$ cat src/design/magnetic_encoder_multiturn_tracker_top_defines.svh
// ----------------------------------------------------------------------------
// magnetic encoder multiturn tracker assertion macros
// shared checker helpers, compiled out when NO_ASSERTIONS is set
// ----------------------------------------------------------------------------
`ifndef MAGNETIC_ENCODER_MULTITURN_TRACKER_TOP_DEFINES_SVH
`define MAGNETIC_ENCODER_MULTITURN_TRACKER_TOP_DEFINES_SVH

`ifndef NO_ASSERTIONS
// same-cycle implication, disabled while in reset
`define MMT_ASSERT_SAME(label, clk, rst_n, ante, cons) \
  label: assert property (@(posedge clk) disable iff (!rst_n) (ante) |-> (cons)) \
    else $error("mmt assertion failed");
// next-cycle implication, disabled while in reset
`define MMT_ASSERT_NEXT(label, clk, rst_n, ante, cons) \
  label: assert property (@(posedge clk) disable iff (!rst_n) (ante) |=> (cons)) \
    else $error("mmt assertion failed");
`else
`define MMT_ASSERT_SAME(label, clk, rst_n, ante, cons)
`define MMT_ASSERT_NEXT(label, clk, rst_n, ante, cons)
`endif

`endif

$ cat src/design/mmt_pkg.sv
// ----------------------------------------------------------------------------
// mmt_pkg
// shared codes and constants of the multiturn encoder tracker
// ----------------------------------------------------------------------------
package mmt_pkg;

  // operation codes of an input transaction
  localparam logic OP_READ = 1'b0;
  localparam logic OP_ZERO = 1'b1;

  // configuration register indexes
  localparam logic CFG_STEPS_PER_REV = 1'b0;
  localparam logic CFG_INVERT        = 1'b1;

  localparam int unsigned CFG_ADDR_W = 1;
  localparam int unsigned CFG_DATA_W = 16;

  localparam logic [15:0] SPR_RESET = 16'd3200;

  // turn geometry, as 14-bit signed delta values
  localparam logic signed [13:0] HALF_TURN = 14'sd2048;
  localparam logic signed [13:0] FULL_TURN = 14'sd4096;

  // tenths of a degree per turn and the turn resolution shift
  localparam logic [23:0]  TENTHS_PER_TURN = 24'd3600;
  localparam int unsigned  TURN_SHIFT      = 12;

  // status byte bit positions
  localparam int unsigned ST_DETECT_BIT = 5;
  localparam int unsigned ST_WEAK_BIT   = 4;
  localparam int unsigned ST_STRONG_BIT = 3;

  // how the position stage updates the position
  typedef enum logic [1:0] {
    POS_HOLD,
    POS_ORIGIN,
    POS_SCALE
  } pos_mode_t;

endpackage

$ cat src/design/mmt_if.sv
// ----------------------------------------------------------------------------
// mmt channel interfaces
// valid/ready channels for sensor transactions and tracker results
// ----------------------------------------------------------------------------

// input channel: sensor read or zero command
interface mmt_in_if;
  logic               valid;
  logic               ready;
  logic               op;
  logic               read_ok;
  logic [7:0]         status_byte;
  logic [7:0]         angle_high;
  logic [7:0]         angle_low;
  logic signed [31:0] zero_position;

  modport source (output valid, op, read_ok, status_byte, angle_high, angle_low,
                  zero_position, input ready);
  modport sink (input valid, op, read_ok, status_byte, angle_high, angle_low,
                zero_position, output ready);
endinterface

// result channel: status, angle and multiturn position
interface mmt_out_if;
  logic               valid;
  logic               ready;
  logic               online;
  logic               valid_res;
  logic               magnet_found;
  logic               magnet_weak;
  logic               magnet_strong;
  logic [11:0]        angle_count;
  logic [11:0]        angle_tenths;
  logic signed [31:0] turn_counts;
  logic signed [31:0] position_out;
  logic [31:0]        error_count;

  modport source (output valid, online, valid_res, magnet_found, magnet_weak,
                  magnet_strong, angle_count, angle_tenths, turn_counts, position_out,
                  error_count, input ready);
  modport sink (input valid, online, valid_res, magnet_found, magnet_weak,
                magnet_strong, angle_count, angle_tenths, turn_counts, position_out,
                error_count, output ready);
endinterface

$ cat src/design/magnetic_encoder_multiturn_tracker_top.sv
// ----------------------------------------------------------------------------
// magnetic encoder multiturn tracker
// two register stages: stage one updates the tracker state, stage two does the
// counts-to-steps multiply into the output register, which loads once free
// throughput: one transaction per cycle while the output register can drain;
// an accepted transaction waits in stage one until the output register is free
// reset: synchronous, clears all state; steps per rev returns to 3200
// ----------------------------------------------------------------------------
`include "magnetic_encoder_multiturn_tracker_top_defines.svh"

module magnetic_encoder_multiturn_tracker_top #(
  parameter int unsigned COUNT_WIDTH = 32
) (
  input  logic                                  clk,
  input  logic                                  rst_n,
  mmt_in_if.sink                                in_ch,
  mmt_out_if.source                             out_ch,
  input  logic                                  cfg_we,
  input  logic [mmt_pkg::CFG_ADDR_W-1:0]        cfg_addr,
  input  logic [mmt_pkg::CFG_DATA_W-1:0]        cfg_wdata
);

  localparam int unsigned CW = COUNT_WIDTH;
  localparam int unsigned PW = CW + 16;

  // configuration registers
  logic [15:0] spr_r;
  logic        inv_r;

  // tracker state, also the stage one payload
  logic [11:0]         prev_angle_r, prev_angle_nxt;
  logic                have_sample_r, have_sample_nxt;
  logic [31:0]         origin_r, origin_nxt;
  logic [CW-1:0]       accum_r, accum_nxt;
  logic                online_r, online_nxt;
  logic                valid_r, valid_nxt;
  logic                detect_r, detect_nxt;
  logic                weak_r, weak_nxt;
  logic                strong_r, strong_nxt;
  logic [11:0]         last_angle_r, last_angle_nxt;
  logic [11:0]         tenths_r, tenths_nxt;
  logic [31:0]         fail_r, fail_nxt;
  mmt_pkg::pos_mode_t  mode_r, mode_nxt;
  logic [CW-1:0]       mag_r;
  logic                neg_r;
  logic                a_v_r;

  // output register
  logic                out_v_r;
  logic                o_online_r, o_valid_r, o_detect_r, o_weak_r, o_strong_r;
  logic [11:0]         o_angle_r, o_tenths_r;
  logic [31:0]         o_counts_r, o_pos_r, o_fail_r;
  logic [31:0]         pos_nxt;

  // handshake
  logic in_acc, a_ready, b_ready, b_load;

  logic [11:0]         raw;
  logic [23:0]         tprod;
  logic signed [13:0]  diff, dwrap, dsel;
  logic                rd_valid;
  logic [PW-1:0]       prod, shifted;
  logic [31:0]         q32;

  assign b_ready     = !out_v_r || out_ch.ready;
  assign a_ready     = !a_v_r || b_ready;
  assign in_ch.ready = a_ready;
  assign in_acc      = in_ch.valid && a_ready;
  assign b_load      = a_v_r && b_ready;

  // configuration writes, zero steps per rev is ignored
  always_ff @(posedge clk) begin
    if (!rst_n) begin
      spr_r <= mmt_pkg::SPR_RESET;
      inv_r <= 1'b0;
    end else if (cfg_we) begin
      unique case (cfg_addr)
        mmt_pkg::CFG_STEPS_PER_REV: begin
          if (cfg_wdata != '0) spr_r <= cfg_wdata;
        end
        mmt_pkg::CFG_INVERT: inv_r <= cfg_wdata[0];
        default: ;
      endcase
    end
  end

  // decode of the incoming read
  assign raw      = {in_ch.angle_high[3:0], in_ch.angle_low};
  assign tprod    = 24'(raw) * mmt_pkg::TENTHS_PER_TURN;
  assign rd_valid = in_ch.status_byte[mmt_pkg::ST_DETECT_BIT]
                 && !in_ch.status_byte[mmt_pkg::ST_WEAK_BIT]
                 && !in_ch.status_byte[mmt_pkg::ST_STRONG_BIT];

  // unwrap the angle change across one turn
  always_comb begin
    diff = $signed({2'b00, raw}) - $signed({2'b00, prev_angle_r});
    if (diff > mmt_pkg::HALF_TURN) begin
      dwrap = diff - mmt_pkg::FULL_TURN;
    end else if (diff < -mmt_pkg::HALF_TURN) begin
      dwrap = diff + mmt_pkg::FULL_TURN;
    end else begin
      dwrap = diff;
    end
    dsel = inv_r ? -dwrap : dwrap;
  end

  // state update for one transaction
  always_comb begin
    prev_angle_nxt  = prev_angle_r;
    have_sample_nxt = have_sample_r;
    origin_nxt      = origin_r;
    accum_nxt       = accum_r;
    online_nxt      = online_r;
    valid_nxt       = valid_r;
    detect_nxt      = detect_r;
    weak_nxt        = weak_r;
    strong_nxt      = strong_r;
    last_angle_nxt  = last_angle_r;
    tenths_nxt      = tenths_r;
    fail_nxt        = fail_r;
    mode_nxt        = mmt_pkg::POS_HOLD;
    unique case (in_ch.op)
      mmt_pkg::OP_ZERO: begin
        origin_nxt      = in_ch.zero_position;
        accum_nxt       = '0;
        mode_nxt        = mmt_pkg::POS_ORIGIN;
        have_sample_nxt = online_r && valid_r;
        if (online_r && valid_r) prev_angle_nxt = last_angle_r;
      end
      default: begin
        if (!in_ch.read_ok) begin
          online_nxt = 1'b0;
          valid_nxt  = 1'b0;
          fail_nxt   = fail_r + 32'd1;
        end else begin
          online_nxt     = 1'b1;
          valid_nxt      = rd_valid;
          detect_nxt     = in_ch.status_byte[mmt_pkg::ST_DETECT_BIT];
          weak_nxt       = in_ch.status_byte[mmt_pkg::ST_WEAK_BIT];
          strong_nxt     = in_ch.status_byte[mmt_pkg::ST_STRONG_BIT];
          last_angle_nxt = raw;
          tenths_nxt     = tprod[23:12];
          if (rd_valid) begin
            prev_angle_nxt  = raw;
            have_sample_nxt = 1'b1;
            if (!have_sample_r) begin
              mode_nxt = mmt_pkg::POS_ORIGIN;
            end else begin
              accum_nxt = accum_r + {{(CW-14){dsel[13]}}, dsel};
              mode_nxt  = mmt_pkg::POS_SCALE;
            end
          end
        end
      end
    endcase
  end

  // stage one: state registers and count magnitude
  always_ff @(posedge clk) begin
    if (!rst_n) begin
      prev_angle_r  <= '0;
      have_sample_r <= 1'b0;
      origin_r      <= '0;
      accum_r       <= '0;
      online_r      <= 1'b0;
      valid_r       <= 1'b0;
      detect_r      <= 1'b0;
      weak_r        <= 1'b0;
      strong_r      <= 1'b0;
      last_angle_r  <= '0;
      tenths_r      <= '0;
      fail_r        <= '0;
      mode_r        <= mmt_pkg::POS_HOLD;
      mag_r         <= '0;
      neg_r         <= 1'b0;
      a_v_r         <= 1'b0;
    end else begin
      if (in_acc) begin
        prev_angle_r  <= prev_angle_nxt;
        have_sample_r <= have_sample_nxt;
        origin_r      <= origin_nxt;
        accum_r       <= accum_nxt;
        online_r      <= online_nxt;
        valid_r       <= valid_nxt;
        detect_r      <= detect_nxt;
        weak_r        <= weak_nxt;
        strong_r      <= strong_nxt;
        last_angle_r  <= last_angle_nxt;
        tenths_r      <= tenths_nxt;
        fail_r        <= fail_nxt;
        mode_r        <= mode_nxt;
        neg_r         <= accum_nxt[CW-1];
        mag_r         <= accum_nxt[CW-1] ? -accum_nxt : accum_nxt;
        a_v_r         <= 1'b1;
      end else if (b_ready) begin
        a_v_r <= 1'b0;
      end
    end
  end

  // stage two: counts to steps, truncated toward zero
  assign prod    = PW'(mag_r) * PW'(spr_r);
  assign shifted = prod >> mmt_pkg::TURN_SHIFT;
  assign q32     = shifted[31:0];

  always_comb begin
    unique case (mode_r)
      mmt_pkg::POS_ORIGIN: pos_nxt = origin_r;
      mmt_pkg::POS_SCALE:  pos_nxt = origin_r + (neg_r ? -q32 : q32);
      default:             pos_nxt = o_pos_r;
    endcase
  end

  // output register
  always_ff @(posedge clk) begin
    if (!rst_n) begin
      out_v_r    <= 1'b0;
      o_pos_r    <= '0;
      o_online_r <= 1'b0;
      o_valid_r  <= 1'b0;
      o_detect_r <= 1'b0;
      o_weak_r   <= 1'b0;
      o_strong_r <= 1'b0;
      o_angle_r  <= '0;
      o_tenths_r <= '0;
      o_counts_r <= '0;
      o_fail_r   <= '0;
    end else begin
      if (b_load) begin
        out_v_r    <= 1'b1;
        o_pos_r    <= pos_nxt;
        o_online_r <= online_r;
        o_valid_r  <= valid_r;
        o_detect_r <= detect_r;
        o_weak_r   <= weak_r;
        o_strong_r <= strong_r;
        o_angle_r  <= last_angle_r;
        o_tenths_r <= tenths_r;
        o_counts_r <= 32'({32'd0, accum_r});
        o_fail_r   <= fail_r;
      end else if (out_ch.ready) begin
        out_v_r <= 1'b0;
      end
    end
  end

  assign out_ch.valid         = out_v_r;
  assign out_ch.online        = o_online_r;
  assign out_ch.valid_res     = o_valid_r;
  assign out_ch.magnet_found  = o_detect_r;
  assign out_ch.magnet_weak   = o_weak_r;
  assign out_ch.magnet_strong = o_strong_r;
  assign out_ch.angle_count   = o_angle_r;
  assign out_ch.angle_tenths  = o_tenths_r;
  assign out_ch.turn_counts   = o_counts_r;
  assign out_ch.position_out  = o_pos_r;
  assign out_ch.error_count   = o_fail_r;

  // failed read bumps the error count by one
  `MMT_ASSERT_NEXT(a_fail_cnt, clk, rst_n,
    in_acc && rst_n && in_ch.op == mmt_pkg::OP_READ && !in_ch.read_ok,
    fail_r == $past(fail_r) + 32'd1)

  // zero command clears counts and loads the origin
  `MMT_ASSERT_NEXT(a_zero_load, clk, rst_n,
    in_acc && rst_n && in_ch.op == mmt_pkg::OP_ZERO,
    accum_r == '0 && origin_r == $past(in_ch.zero_position))

  // scaled position only follows a valid, referenced sample
  `MMT_ASSERT_SAME(a_scale_valid, clk, rst_n,
    a_v_r && mode_r == mmt_pkg::POS_SCALE,
    online_r && valid_r && have_sample_r)

  // an empty output register never blocks the input
  `MMT_ASSERT_SAME(a_no_block, clk, rst_n, !out_v_r, in_ch.ready)

endmodule

$ cat src/flat_wrapper.sv
// flat-port wrapper written by rule: the top's interface ports become plain ports
module magnetic_encoder_multiturn_tracker_top_flat 
#(
  parameter int unsigned COUNT_WIDTH = 32
)
  (clk, rst_n, cfg_we, cfg_addr, cfg_wdata, in_ch_valid, in_ch_op, in_ch_read_ok, in_ch_status_byte, in_ch_angle_high, in_ch_angle_low, in_ch_zero_position, in_ch_ready, out_ch_valid, out_ch_online, out_ch_valid_res, out_ch_magnet_found, out_ch_magnet_weak, out_ch_magnet_strong, out_ch_angle_count, out_ch_angle_tenths, out_ch_turn_counts, out_ch_position_out, out_ch_error_count, out_ch_ready);
  mmt_in_if in_ch_i ();
  mmt_out_if out_ch_i ();
  input  logic clk;
  input  logic rst_n;
  input  logic cfg_we;
  input  logic [mmt_pkg::CFG_ADDR_W-1:0] cfg_addr;
  input  logic [mmt_pkg::CFG_DATA_W-1:0] cfg_wdata;
  input wire logic [$bits(in_ch_i.valid)-1:0] in_ch_valid;
  input wire logic [$bits(in_ch_i.op)-1:0] in_ch_op;
  input wire logic [$bits(in_ch_i.read_ok)-1:0] in_ch_read_ok;
  input wire logic [$bits(in_ch_i.status_byte)-1:0] in_ch_status_byte;
  input wire logic [$bits(in_ch_i.angle_high)-1:0] in_ch_angle_high;
  input wire logic [$bits(in_ch_i.angle_low)-1:0] in_ch_angle_low;
  input wire logic [$bits(in_ch_i.zero_position)-1:0] in_ch_zero_position;
  output wire logic [$bits(in_ch_i.ready)-1:0] in_ch_ready;
  output wire logic [$bits(out_ch_i.valid)-1:0] out_ch_valid;
  output wire logic [$bits(out_ch_i.online)-1:0] out_ch_online;
  output wire logic [$bits(out_ch_i.valid_res)-1:0] out_ch_valid_res;
  output wire logic [$bits(out_ch_i.magnet_found)-1:0] out_ch_magnet_found;
  output wire logic [$bits(out_ch_i.magnet_weak)-1:0] out_ch_magnet_weak;
  output wire logic [$bits(out_ch_i.magnet_strong)-1:0] out_ch_magnet_strong;
  output wire logic [$bits(out_ch_i.angle_count)-1:0] out_ch_angle_count;
  output wire logic [$bits(out_ch_i.angle_tenths)-1:0] out_ch_angle_tenths;
  output wire logic [$bits(out_ch_i.turn_counts)-1:0] out_ch_turn_counts;
  output wire logic [$bits(out_ch_i.position_out)-1:0] out_ch_position_out;
  output wire logic [$bits(out_ch_i.error_count)-1:0] out_ch_error_count;
  input wire logic [$bits(out_ch_i.ready)-1:0] out_ch_ready;
  assign in_ch_i.valid = in_ch_valid;
  assign in_ch_i.op = in_ch_op;
  assign in_ch_i.read_ok = in_ch_read_ok;
  assign in_ch_i.status_byte = in_ch_status_byte;
  assign in_ch_i.angle_high = in_ch_angle_high;
  assign in_ch_i.angle_low = in_ch_angle_low;
  assign in_ch_i.zero_position = in_ch_zero_position;
  assign in_ch_ready = in_ch_i.ready;
  assign out_ch_valid = out_ch_i.valid;
  assign out_ch_online = out_ch_i.online;
  assign out_ch_valid_res = out_ch_i.valid_res;
  assign out_ch_magnet_found = out_ch_i.magnet_found;
  assign out_ch_magnet_weak = out_ch_i.magnet_weak;
  assign out_ch_magnet_strong = out_ch_i.magnet_strong;
  assign out_ch_angle_count = out_ch_i.angle_count;
  assign out_ch_angle_tenths = out_ch_i.angle_tenths;
  assign out_ch_turn_counts = out_ch_i.turn_counts;
  assign out_ch_position_out = out_ch_i.position_out;
  assign out_ch_error_count = out_ch_i.error_count;
  assign out_ch_i.ready = out_ch_ready;
  magnetic_encoder_multiturn_tracker_top #(.COUNT_WIDTH(COUNT_WIDTH)) u_core (.clk(clk), .rst_n(rst_n), .in_ch(in_ch_i), .out_ch(out_ch_i), .cfg_we(cfg_we), .cfg_addr(cfg_addr), .cfg_wdata(cfg_wdata));
endmodule
$ cat config.mk
export PLATFORM = sky130hd
export DESIGN_NAME = magnetic_encoder_multiturn_tracker_top_flat
export DESIGN_NICKNAME = d
export VERILOG_FILES = /design/src/design/mmt_pkg.sv /design/src/design/mmt_if.sv /design/src/design/magnetic_encoder_multiturn_tracker_top.sv /design/src/flat_wrapper.sv
export VERILOG_INCLUDE_DIRS = /design/src /design/src/design
export SDC_FILE = /design/constraint.sdc
export NUM_CORES = 2
export LEC_CHECK = 0
export BUFFER_PORTS_ARGS = -buffer_cell sky130_fd_sc_hd__buf_2
export CAP_MARGIN = 20
export CORE_ASPECT_RATIO = 1.25
export CORE_UTILIZATION = 55
export DETAILED_ROUTE_END_ITERATION = 10
export GPL_TIMING_DRIVEN = 0
export PLACE_DENSITY = 0.81
export SLEW_MARGIN = 20
export SYNTH_ARGS = -nofsm -noshare
export SYNTH_HDL_FRONTEND = slang
export SYNTH_SLANG_ARGS = --single-unit
$ cat constraint.sdc
create_clock -name clk -period 9.1 [get_ports clk]
set_input_delay 1.82 -clock clk [delete_from_list [all_inputs] [get_ports clk]]
set_output_delay 1.82 -clock clk [all_outputs]
set_load 0.01 [all_outputs]
* Word-level counts from Yosys, hierarchy flattened *
Cells that the tools add are included.

storage, ports and cells
  word-level logic and storage cells = 101
  bits in writable memories = 0
  memory bits (read-only) = 0
  bits in latches = 0
  flip-flop bits (word level) = 317
  memories kept = 0
  input bits = 80

cells by class
  add/sub/neg operators = 9
  multiply operators = 2
  reduce and logical (&&, ||, !) cells = 26
  $lt $le $gt $ge = 2
  shift operators = 0
  div/mod/pow operators = 0
  equal/unequal tests = 3
  mux-type cells = 27
  bitwise logic cells = 3

operators by type and width
  kind                      count
  $mux W32                  6
  $add A32 B32 Y32          2
  $neg A32 Y32              2
  $pmux W32 S2              1
  $mux W12                  4
  $mul A32 B16 Y44          1
  $mux W14                  3
  $add A32 B1 Y32 const B   1
  $mul A12 B8 Y20 const B   1
  $reduce_bool A16 Y1       1
  $add A14 B14 Y14 const B  1
  $gt A14 B13 Y1 const B    1
  $lt A14 B12 Y1 const B    1
  $neg A14 Y14              1
  $sub A14 B14 Y14 const B  1
  $sub A12 B12 Y13          1
  $reduce_and A3 Y1         4
  $reduce_bool A2 Y1        5
  $mux W1                   9
  $mux W2                   4
  $reduce_and A2 Y1         4
  $logic_and A1 B1 Y1       5
  $logic_not A1 Y1          4
  $reduce_and A4 Y1         1
  5 further kinds           8

* Depth between registers and ports, before layout *
  depth after elaboration = 13
  gate-level depth with buffers = 40
  mapped depth without buffers = 38

* Least setup slack after synthesis *
OpenSTA, ideal clock, no wires.

  path type = reg2reg
  start point = register u_core.spr_r[15]
  end point = register u_core.o_pos_r[31] (netlist: u_core.out_ch.position_out[31])
  data required time = 9026 ps
  path buffers = 2
  setup slack = -943 ps
  arrival time = 9969 ps
  cell stages (with the launch flop) = 38
  cells stage by stage = dfxtp_1 clkbuf_1 clkbuf_1 nand2_1 fa_1 fa_1 inv_1 fa_1 fa_1 fa_1 inv_1 fa_1 inv_1 ha_1 a21oi_1 o21ai_0 a31o_2 a31oi_2 [... 2 more ...] nor4_1 nand2_1 or2_2 o31ai_1 xnor2_1 ha_1 and3_1 or4b_1 nor4_1 nor3_1 a2111oi_1 o41ai_1 o21ai_0 xnor2_1 xnor2_1 xnor2_1 or3_1 a31oi_1

between the ends
  longest elaborated chain between the ends = 5

ends and longest elaborated chain
  item                      line                                           source
  start: declaration        magnetic_encoder_multiturn_tracker_top.sv:27   logic [15:0] spr_r;
  start signal: assignment  magnetic_encoder_multiturn_tracker_top.sv:74   spr_r <= mmt_pkg::SPR_RESET;
  start signal: assignment  magnetic_encoder_multiturn_tracker_top.sv:79   if (cfg_wdata != '0) spr_r <= cfg_wdata;
  $mul A32 B16 Y44 (*)      magnetic_encoder_multiturn_tracker_top.sv:202  assign prod = PW'(mag_r) * PW'(spr_r);
  $neg A32 Y32              magnetic_encoder_multiturn_tracker_top.sv:209  mmt_pkg::POS_SCALE: pos_nxt = origin_r + (neg_r ? -q32 : q32);
  $mux W32 (*)              magnetic_encoder_multiturn_tracker_top.sv:209
  $add A32 B32 Y32 (*)      magnetic_encoder_multiturn_tracker_top.sv:209
  $pmux W32 S2 (*)          magnetic_encoder_multiturn_tracker_top.sv:207  unique case (mode_r)
  end signal: assignment    magnetic_encoder_multiturn_tracker_top.sv:231  o_pos_r <= pos_nxt;
  end: declaration          magnetic_encoder_multiturn_tracker_top.sv:52   logic [31:0] o_counts_r, o_pos_r, o_fail_r;

Mark *: on every way between the ends. The rest lies on a longest branch, timed or not.
A chain may end at the register's enable or synchronous reset.

* Worst setup path in the final report *
  start point = register u_core.spr_r[7]
  end point = register u_core.o_pos_r[31] (netlist: u_core.out_ch.position_out[31])

The elaborated chain is that of the path after synthesis.

==> out/metrics.csv <==
stage;metric;value;unit
route;avgRoutedWirePerCell;20.7;um
critical_path;r2r_slack;-0.76;ns
status;status;finished with violations;
route;detail-route-antenna-nets;0;
logic_synthesis;synth_edf_count;0;
route;drtIter0Drc;2667;
critical_path;arrival;10.36;ns
route;via_count;32100;
logic_synthesis;synth_top_family_by_area;adder cells;
placement;dp_slack;-1.64;ns
route;routed_via_density;5.91;
clocking;cts_tree;done;
power;power.internal;0.00279;W
clocking;htreeDepth;2;
cells_and_area;finalNonFillerCells;5430;
timing;clock_skew;0.0574;ns
logic_synthesis;synth_xor_area_share;3.91;%
logic_synthesis;seq_area_frac_synth;17.9;%
critical_path;crit_fanout;10;
timing;finalCritPeriodShare;108;%
logic_synthesis;synthMuxAreaShare;1.49;%
placement;place.gp.congestion;1.00;
timing;rsz0062_at_grt;true;
min_path;hp-start;u_core.out_ch.turn_counts[12];
clocking;clkSlewWorstSetupHoldPaths;0.06;ns
global_route;grt_max_degree;19;
run;maxCapViolCount;0;
power;vdd_drop_max;0.162;mV
cells_and_area;final_cell_mix;857 x nand2_1, 545 x inv_1, 419 x fa_1;
die;dieArea;64900;um2
min_path;hold_path_end;u_core.out_ch.turn_counts[12];
die;core;63100;um2
critical_path;end_kind;flip-flop;
die;start_util;55.7;%
die;rows;103;
logic_synthesis;ys_ff_latch;315;
critical_path;max_stage_delay;0.52;ns
power;clkPwrFrac;36.4;%
power;comb_power_share;29.5;%
placement;dp_hpwl;87800;um
power;p_sw_share;34.8;%
logic_synthesis;syn-mean-instance-area;8.23;um2
critical_path;worst-path-stages;38;
cells_and_area;final_common_cell;nand2_1;
die;fp.dieH;285;um
power;seqPwrFrac;34.1;%
critical_path;start_kind;flip-flop;
status;violations;negative setup slack;
min_path;min_path_type;reg -> reg;
critical_path;crit_required;9.60;ns
logic_synthesis;yosys.area_share.simple;20.1;%
placement;dp_cells;5305;
global_route;grt_use_total;34.7;%
timing;slew_headroom;20.1;%
power;p_leak;18.3;nW
critical_path;cpMostUsedCell;fa_1;
critical_path;reg2reg_depth;38;
critical_path;r2r_start;u_core.spr_r[7];
placement;placed_cell_area;37600;um2
timing;tightestPinTransition;1.18;ns
logic_synthesis;synth_compound_area_share;15.7;%
global_route;grt_pass1_vias;32600;
critical_path;critPathSlowestCell;fa_1;
timing;drv_slew;0;
cells_and_area;n_fill_cell;5266;
global_route;grt-ovfl-total;0;
clocking;root_buffer;clkbuf_16;
global_route;antenna_found_initial;5;
critical_path;worstSetupPathType;reg -> reg;
power;powerDensity;105;nW/um2
cells_and_area;nets;5294;
clocking;insertion_delay;0.61;ns
logic_synthesis;synthFlopType;dfxtp_1;
global_route;grt_pass1_wl;176000;um
clocking;ctsLongestPathBuffers;3;
power;switching_power;0.00149;W
route;drtPass1Iterations;6;
critical_path;r2r_end;u_core.out_ch.position_out[31];
cells_and_area;design_area;40600;um2
timing;fmax;101;MHz
logic_synthesis;syn-num-nets;5004;
logic_synthesis;yosysWarnings;0;
clocking;cts_buffers;36;
placement;port_buffers;196;
die;num_io_pins;207;
clocking;cts_sinks;315;
logic_synthesis;ys_types;94;
timing;hold_violations;0;
cells_and_area;layout-drive-gt1-share;13.6;%
logic_synthesis;synth_cells;4269;
critical_path;critPathBufInv;8;
timing;setup_ws;-0.763;ns
cells_and_area;utilization;64.3;%
route;drc_errors;0;
logic_synthesis;synthAdderAreaFrac;32.5;%
power;finalPower;0.00427;W
logic_synthesis;synthArstFlopShare;0;%
timing;finalSetupViolCount;15;
critical_path;path_delay_family;adder cells;
logic_synthesis;syn_area;35200;um2
min_path;hold_path_depth;2;
die;die_w;228;um
route;wirelength;112000;um
timing;period_needed;9.86;ns
cells_and_area;area_growth;15.5;%
-- power by group through the flow --
stage / logic (W) / registers [W] / clock network (W)
6_report: 0.00126 / 0.00146 / 0.00155
3_5_place_dp: 0.00110 / 0.00149 / 0
2_1_floorplan: 0.000800 / 0.00147 / 0
5_1_grt: 0.00138 / 0.00146 / 0.00163
3_3_place_gp: 0.00108 / 0.00149 / 0
4_1_cts: 0.00118 / 0.00146 / 0.00157
-- cell usage after synthesis, drive strengths merged, types with 19 or more instances --
| cell | number | area share, % |
|---|---|---|
| a211oi | 21 | 0.45 |
| a21boi | 176 | 3.8 |
| a21o | 52 | 1.1 |
| a21oi | 132 | 1.9 |
| a31oi | 28 | 0.52 |
| and2 | 229 | 4.1 |
| and3 | 33 | 0.59 |
| buf | 19 | 0.23 |
| clkbuf | 206 | 2.2 |
| dfxtp | 315 | 18 |
| fa | 431 | 25 |
| ha | 224 | 8.0 |
| inv | 554 | 5.9 |
| mux2i | 49 | 1.4 |
| nand2 | 865 | 9.2 |
| nand3 | 59 | 0.84 |
| nand4 | 25 | 0.44 |
| nor2 | 111 | 1.2 |
| nor2b | 32 | 0.57 |
| nor3 | 38 | 0.56 |
| o211a | 49 | 1.4 |
| o211ai | 23 | 0.49 |
| o21a | 24 | 0.51 |
| o21ai | 150 | 2.1 |
| o21bai | 23 | 0.49 |
| o31ai | 24 | 0.53 |
| or3 | 33 | 0.59 |
| xnor2 | 122 | 3.0 |
| xor2 | 35 | 0.87 |
-- logic make-up (layout without fill, tap and decap cells) --
family	after synthesis	after routing
XOR/XNOR	157	157
other	0	4
adder cells (fa/ha/maj)	655	655
AND/OR/NAND/NOR	1518	1518
flip-flops	315	315
buffers and inverters	780	1097
multiplexers	52	52
AO/OA/AOI/OAI	792	792
-- repair_timing --
action | CTS | global route
setup buffers | 43 | 23
resized for setup | 269 | 100
setup endpoints to repair | 19 | 20
hold buffers | 0 | 0
pin swaps | 62 | 60
gates cloned | 2 | 0
-- worst max-delay path by stage --
stage                     start                        endpoint
6_report        u_core.spr_r[7]  u_core.out_ch.position_out[31]
5_1_grt        u_core.spr_r[14]  u_core.out_ch.position_out[31]
4_1_cts         u_core.spr_r[6]  u_core.out_ch.position_out[31]
3_3_place_gp   u_core.mag_r[21]  u_core.out_ch.position_out[31]
2_1_floorplan   u_core.spr_r[6]  u_core.out_ch.position_out[31]
3_5_place_dp   u_core.mag_r[21]  u_core.out_ch.position_out[31]
-- flip-flops by register name, summed over array words and instances, names as in the netlist, 2 cells and up --
register                    count
u_core.out_ch.angle_count      12
u_core.origin_r                32
u_core.mag_r                   32
u_core.spr_r                   16
u_core.out_ch.error_count      32
u_core.last_angle_r            12
u_core.out_ch.angle_tenths     12
u_core.accum_r                 30
u_core.out_ch.turn_counts      32
u_core.mode_r                   2
u_core.tenths_r                12
u_core.out_ch.position_out     32
u_core.prev_angle_r            12
u_core.fail_r                  32
-- worst reg2reg max path, delay by kind of cell, from the launching register on --
| kind | cells | cell delay, ns |
|---|---|---|
| adders and majority gates | 8 | 3.59 |
| and+or+nand+nor | 11 | 2.83 |
| AOI/OAI and AO/OA | 7 | 1.48 |
| buffers and inverters | 8 | 0.91 |
| xor gates and xnor gates | 4 | 0.54 |
| DFF | 1 | 0.47 |
-- metal layers --
layer / vias up / track usage [%] / share of wire [%]
met3: 401 / 7.14 / 9.1
met1: 15700 / 41.9 / 38
li1: 14400 / - / -
met4: 0 / 22.7 / 7.3
met5: - / 0 / 0
met2: 1513 / 56.1 / 46
-- through the flow --
| step | TNS [ns] | hold WS (ns) |
|---|---|---|
| floorplan | -0.0985 | 0.441 |
| finish | -3.53 | 0.462 |
| global route | -7.74 | 0.485 |
| global placement | -12.47 | 0.450 |
| CTS | -0.826 | 0.463 |
| detailed placement | -13.18 | 0.454 |
-- cell type report --
cell class,count,area [um2],share of cell area (%)
Multi-Input combinational cell,3174,26900,66.2
Inverter,555,2080,5.13
Antenna cell,4,10.0,0.0247
Clock buffer,45,985,2.43
Tap cell,840,1050,2.59
Buffer,213,1360,3.34
Sequential cell,315,6430,15.8
Clock inverter,20,279,0.687
Timing Repair Buffer,264,1530,3.77
(Power assumes the default switching activity.)
